**src/design/sll_ram.sv**
```systemverilog
// generic single-write, single-read RAM with registered read data
module sll_ram #(
    parameter int WIDTH = 8,
    parameter int DEPTH = 16
) (
    input  logic                     i_clk,
    input  logic                     i_wr_en,
    input  logic [$clog2(DEPTH)-1:0] i_wr_addr,
    input  logic [WIDTH-1:0]         i_wr_data,
    input  logic                     i_rd_en,
    input  logic [$clog2(DEPTH)-1:0] i_rd_addr,
    output logic [WIDTH-1:0]         o_rd_data
);

    logic [WIDTH-1:0] r_mem [DEPTH];
    logic [WIDTH-1:0] r_rd_data;

    always_ff @(posedge i_clk) begin
        if (i_wr_en) begin
            r_mem[i_wr_addr] <= i_wr_data;
        end
        if (i_rd_en) begin
            r_rd_data <= r_mem[i_rd_addr];
        end
    end

    assign o_rd_data = r_rd_data;

endmodule

```
**config.mk**
```make
export PLATFORM = sky130hd
export DESIGN_NAME = sll_ram
export DESIGN_NICKNAME = d
export VERILOG_FILES = /design/src/design/sll_ram.sv
export SDC_FILE = /design/constraint.sdc
export NUM_CORES = 1
export LEC_CHECK = 0
export BUFFER_PORTS_ARGS = -buffer_cell sky130_fd_sc_hd__buf_2
export CAP_MARGIN = 20
export CELL_PAD_IN_SITES_DETAIL_PLACEMENT = 1
export CELL_PAD_IN_SITES_GLOBAL_PLACEMENT = 1
export CORE_MARGIN = 3
export CORE_UTILIZATION = 35
export DETAILED_ROUTE_END_ITERATION = 8
export PLACE_DENSITY_LB_ADDON = 0.1
export SLEW_MARGIN = 20
export SYNTH_ARGS = -nofsm -noshare
export SYNTH_HDL_FRONTEND = slang
export SYNTH_SLANG_ARGS = --single-unit
```
**constraint.sdc**
```tcl
create_clock -name i_clk -period 4.6 [get_ports i_clk]
set_clock_uncertainty 0.2 [all_clocks]
set_input_delay 0.23 -clock i_clk [delete_from_list [all_inputs] [get_ports i_clk]]
set_output_delay 0.23 -clock i_clk [all_outputs]
set_load 0.03 [all_outputs]
```
==> impl_metrics.json, run 1 <==
{
  "final_common_cell": "edfxtp_1",
  "synth_area_um2": 5228,
  "layout_common_cells": "edfxtp_1, buf_2, mux4_2",
  "synth-seq-cells": 136,
  "crit_required_ns": 4.56,
  "cp-endpoint": "o_rd_data[0]$_DFFE_PP_",
  "slew-limit-headroom_pct": 30.81,
  "yosysUniqueCellTypes": 18,
  "wl_um": 11910,
  "cts_tree": "built",
  "cts_buffers": 17,
  "grt_pass1_vias": 2628,
  "gp_congestion": 0.7087,
  "crit_chain": "buf_2 -> buf_4 -> mux4_1 -> a22oi_1 -> nand2_1",
  "cp.arrival_ns": 2.07,
  "r2r-start": "r_mem[2][4]$_DFFE_PP_",
  "crit_fanout": 23,
  "fmax_ghz": 0.4742,
  "endpoint_kind": "flop",
  "ant_nets": 0,
  "post_cts_resized": 0,
  "drtIter0Drc": 209,
  "drc": 0,
  "reg2reg_to": "o_rd_data[4]$_DFFE_PP_",
  "syn_to_final_growth_pct": 18.33,
  "start_util_pct": 35.83,
  "startpoint": "i_rd_addr[0]",
  "maxSlewViolCount": 0,
  "hold_viol_final": 0,
  "fp.dieH_um": 128.2,
  "max-cap-violations": 0,
  "viasPerCell": 5.206,
  "grt_pass1_wl_um": 17760,
  "final_area_um2": 6186,
  "worstMarginPinSlew_ns": 1.034,
  "nets": 297,
  "antenna_found_initial": 0,
  "ys.warnings.count": 0,
  "placed_cell_area_um2": 5570,
  "n_fill_cell": 1349,
  "clk_pin_slew_ns": 0.06,
  "slowest_delay_ns": 0.60,
  "synth_cells": 229,
  "power.density_nw_per_um2": 454.2,
  "clockRootBuffer": "clkbuf_16",
  "die-area_um2": 16440,
  "vias": 2473,
  "fp.dieW_um": 128.2,
  "seq_area_frac_synth_pct": 78.12,
  "hp-class": "in -> reg",
  "grt-ovfl-total": 0,
  "p_leak_nw": 2.055,
  "vdd_ir_drop_max_mv": 0.2425,
  "status": "finished clean",
  "rr_worst_depth": 3,
  "cts_num_sinks": 136,
  "ios": 27,
  "hold_buffers": 7,
  "layout-drive-gt1-share_pct": 28.87,
  "final.min_clock_period_ns": 2.109,
  "diodes": 0,
  "rows": 44,
  "synth.avg_cell_area_um2": 22.83,
  "synthesis.nets": 248,
  "htree_levels": 4,
  "cts.path.max_buffers": 2,
  "grt_setup_unrepaired": "no",
  "dr.pass1.iters": 5,
  "clk_latency_ns": 0.42,
  "dp_hpwl_um": 7410,
  "crit_path_start_kind": "primary input",
  "cts_setup_buffers": 0,
  "wl_per_cell_um": 25.07,
  "finalSetupTns_ns": 0,
  "r2r_slack_ns": 2.92,
  "worstSetupPathType": "in -> reg",
  "grt_max_degree": 33,
  "cp_slowest_cell": "buf_2",
  "fin_crit_sh_pct": 45.84,
  "core_um2": 14590,
  "portBuffers": 26,
  "grtUsageTotal_pct": 15.82,
  "finalSetupViolations": 0
}
-- per-stage QoR --
stage	power [mW]	utilization [%]	setup WS, ns	std cells	hold WS [ns]
5_1_grt	2.903	42.40	2.297	475	0.02370
3_5_place_dp	1.571	38.18	2.016	436	0.4102
6_report	2.810	42.40	2.491	475	0.03017
2_1_floorplan	1.510	-	2.677	229	0.1289
3_3_place_gp	1.569	38.05	2.025	435	0.4155
4_1_cts	2.837	42.40	2.460	475	0.005520
-- how the worst min path moves through the flow --
stage	from	end	slack, ns	cells past startpoint
after CTS	i_wr_data[5]	r_mem[6][5]$_DFFE_PP_	0.006	1
after global routing	i_wr_data[3]	r_mem[6][3]$_DFFE_PP_	0.02	1
final	i_wr_data[3]	r_mem[4][3]$_DFFE_PP_	0.03	1
after detailed placement	i_rd_en	o_rd_data[3]$_DFFE_PP_	0.41	1
after floorplan	i_wr_data[0]	r_mem[0][0]$_DFFE_PP_	0.13	0
after global placement	i_rd_en	o_rd_data[3]$_DFFE_PP_	0.42	1
-- cells in the mapped netlist, drive strengths merged --
cell             n  area (µm²)
nand3b           2       15.01
and2b            1       7.510
or3b             1       8.760
nand2            9       33.78
and2             1       6.260
mux4            32       773.2
nor2            13       48.80
nand2b           2       12.51
nor2b            1       6.260
buf              7       56.30
edfxtp         136        4084
nand3            1       5.000
nor3             4       20.02
a22oi           16       120.1
clkdlybuf4s25    3       30.03
-- state kept, by name (all words and copies together) (netlist names) --
name and cells:
o_rd_data 8, r_mem 128
-- cells by family after synthesis --
family / after synthesis / share of synthesized area, %
flip-flops: 136 / 78.12
buffers and inverters: 10 / 1.651
multiplexers: 32 / 14.79
AND/OR/NAND/NOR: 35 / 3.136
AO/OA/AOI/OAI: 16 / 2.298
-- critical path, delay by kind of cell --
kind	cells	cell delay (ns)
multiplexers	1	0.57
AND/OR/NAND/NOR	1	0.09
buffers and inverters	2	0.96
AO/OA/AOI/OAI	1	0.20
-- per-layer routing --
layer	wire length [µm]	vias to the layer above	part of all wire, %	global-route usage (%)
met4	234	0	2.0	6.554
met2	5365	58	45	22.65
met1	5870	1318	49	22.97
met5	0	-	0	0
li1	-	1080	-	-
met3	437	17	3.7	4.125
-- power breakdown --
group | total [mW] | switching (mW) | internal, mW
Combinational | 0.142 | 0.0885 | 0.0538
Clock | 1.26 | 0.478 | 0.784
Sequential | 1.41 | 0.00784 | 1.40
-- cell type report --
type | count | area (µm²) | share of cell area [%]
Clock inverter | 12 | 108.9 | 1.760
Clock buffer | 20 | 436.7 | 7.059
Tap cell | 184 | 230.2 | 3.722
Timing Repair Buffer | 40 | 256.5 | 4.146
Sequential cell | 136 | 4084 | 66.02
Multi-Input combinational cell | 83 | 1070 | 17.29
(Power assumes the default switching activity.)
==> run 2: changes to the inputs <==
- clock period: 4.6 -> 2.1 ns (I/O delays scaled with it)
==> impl_metrics.json, run 2 (synthesized netlist as in run 1, its figures left out) <==
{
  "grt_pass1_wl_um": 17270,
  "finalSetupViolations": 0,
  "largest_register": "r_mem",
  "ios": 27,
  "cts_tree": "built",
  "finalSetupTns_ns": 0,
  "dp_hpwl_um": 7258,
  "wl_um": 11440,
  "cts.path.max_buffers": 2,
  "dr.pass1.iters": 4,
  "path_depth": 3,
  "htree_levels": 4,
  "die-area_um2": 16440,
  "drtIter0Drc": 276,
  "cp_slowest_cell": "mux4_1",
  "grt_max_degree": 24,
  "clk_latency_ns": 0.41,
  "syn_to_final_growth_pct": 19.82,
  "power.density_nw_per_um2": 935.6,
  "fin_util_pct": 42.93,
  "final_common_cell": "edfxtp_1",
  "grtUsageTotal_pct": 15.08,
  "crit_fanout": 1,
  "diodes": 0,
  "crit_path_start_kind": "flop",
  "fin_crit_sh_pct": 83.74,
  "crit_chain": "mux4_1 -> a22oi_1 -> nand2_1",
  "ant_nets": 0,
  "fmax_ghz": 0.5687,
  "grt_pass1_vias": 2628,
  "design_power_total_mw": 5.860,
  "slew-limit-headroom_pct": 68.70,
  "p_leak_nw": 2.108,
  "rows": 44,
  "antenna_found_initial": 0,
  "worstMarginPinSlew_ns": 0.4696,
  "largest_reg_flops": 128,
  "layout-drive-gt1-share_pct": 28.34,
  "maxSlewViolCount": 0,
  "wl_per_cell_um": 23.29,
  "layout_common_cells": "edfxtp_1, buf_2, buf_4",
  "grt_setup_unrepaired": "no",
  "final.min_clock_period_ns": 1.758,
  "fp.dieH_um": 128.2,
  "vdd_ir_drop_max_mv": 0.6044,
  "hp-class": "in -> reg",
  "cts_num_sinks": 136,
  "max-cap-violations": 0,
  "cp.arrival_ns": 1.71,
  "viasPerCell": 5.143,
  "cts_buffers": 17,
  "clk_pin_slew_ns": 0.05,
  "fp.dieW_um": 128.2,
  "drc": 0,
  "core_um2": 14590,
  "worstSetupPathType": "reg -> reg",
  "gp_congestion": 0.6604,
  "min_path_cells": 3,
  "post_cts_resized": 0,
  "vias": 2525,
  "critPathBufInv": 0,
  "start_util_pct": 35.83,
  "crit_family": "multiplexers",
  "clockRootBuffer": "clkbuf_16",
  "nets": 314,
  "hold_viol_final": 0,
  "status": "finished clean",
  "hold_ws_ns": 0.07950,
  "slowest_delay_ns": 0.53,
  "grt-ovfl-total": 0,
  "crit_required_ns": 2.06,
  "rr_worst_depth": 3,
  "portBuffers": 26,
  "endpoint_kind": "flop"
}
[run 2: per-layer routing]
metal / vias up / track usage, % / routed length (µm)
li1: 1113 / - / -
met1: 1336 / 19.94 / 5014
met2: 67 / 23.78 / 5678
met3: 9 / 4.917 / 657
met4: 0 / 4.682 / 87
met5: - / 0 / 0
[run 2: final cells by class]
cell class	instances	area, µm²
Clock inverter	7	30.03
Fill cell	1345	8325
Timing Repair Buffer	57	410.4
Multi-Input combinational cell	83	1057
Clock buffer	24	451.7
Sequential cell	136	4084
Tap cell	184	230.2
[run 2: path summary, 6_finish.rpt]
check	startpoint	slack (ns)	to
min reg2reg	r_mem[11][2]$_DFFE_PP_	0.55	o_rd_data[2]$_DFFE_PP_
min	i_wr_addr[0]	0.08	r_mem[0][6]$_DFFE_PP_
max reg2reg	r_mem[1][3]$_DFFE_PP_	0.34	o_rd_data[3]$_DFFE_PP_
max	r_mem[1][3]$_DFFE_PP_	0.34	o_rd_data[3]$_DFFE_PP_
[run 2: worst min-delay path, cell delays in order]
cell and delay (ns):
buf_2 0.15, nor3_1 0.07, buf_4 0.18
[run 2: repair_timing]
action / CTS / global route
hold buffers: 9 / 0
buffers inserted: 0 / 0
hold endpoints to repair: 136 / 0
[run 2: through the flow]
stage | cell area [µm²] | setup WS, ns | cells
3_5_place_dp | 5692 | 0.09019 | 451
6_report | 6264 | 0.3416 | 491
3_3_place_gp | 5692 | 0.1117 | 451
2_1_floorplan | 5228 | 0.3021 | 229
5_1_grt | 6264 | 0.2567 | 491
4_1_cts | 6264 | 0.2662 | 491
[run 2: power breakdown]
group	internal, mW	switching (mW)	leakage, nW
clock	1.47	0.980	0.236
combinational	0.134	0.192	0.636
sequential	3.06	0.0186	1.24
total	4.67	1.19	2.11
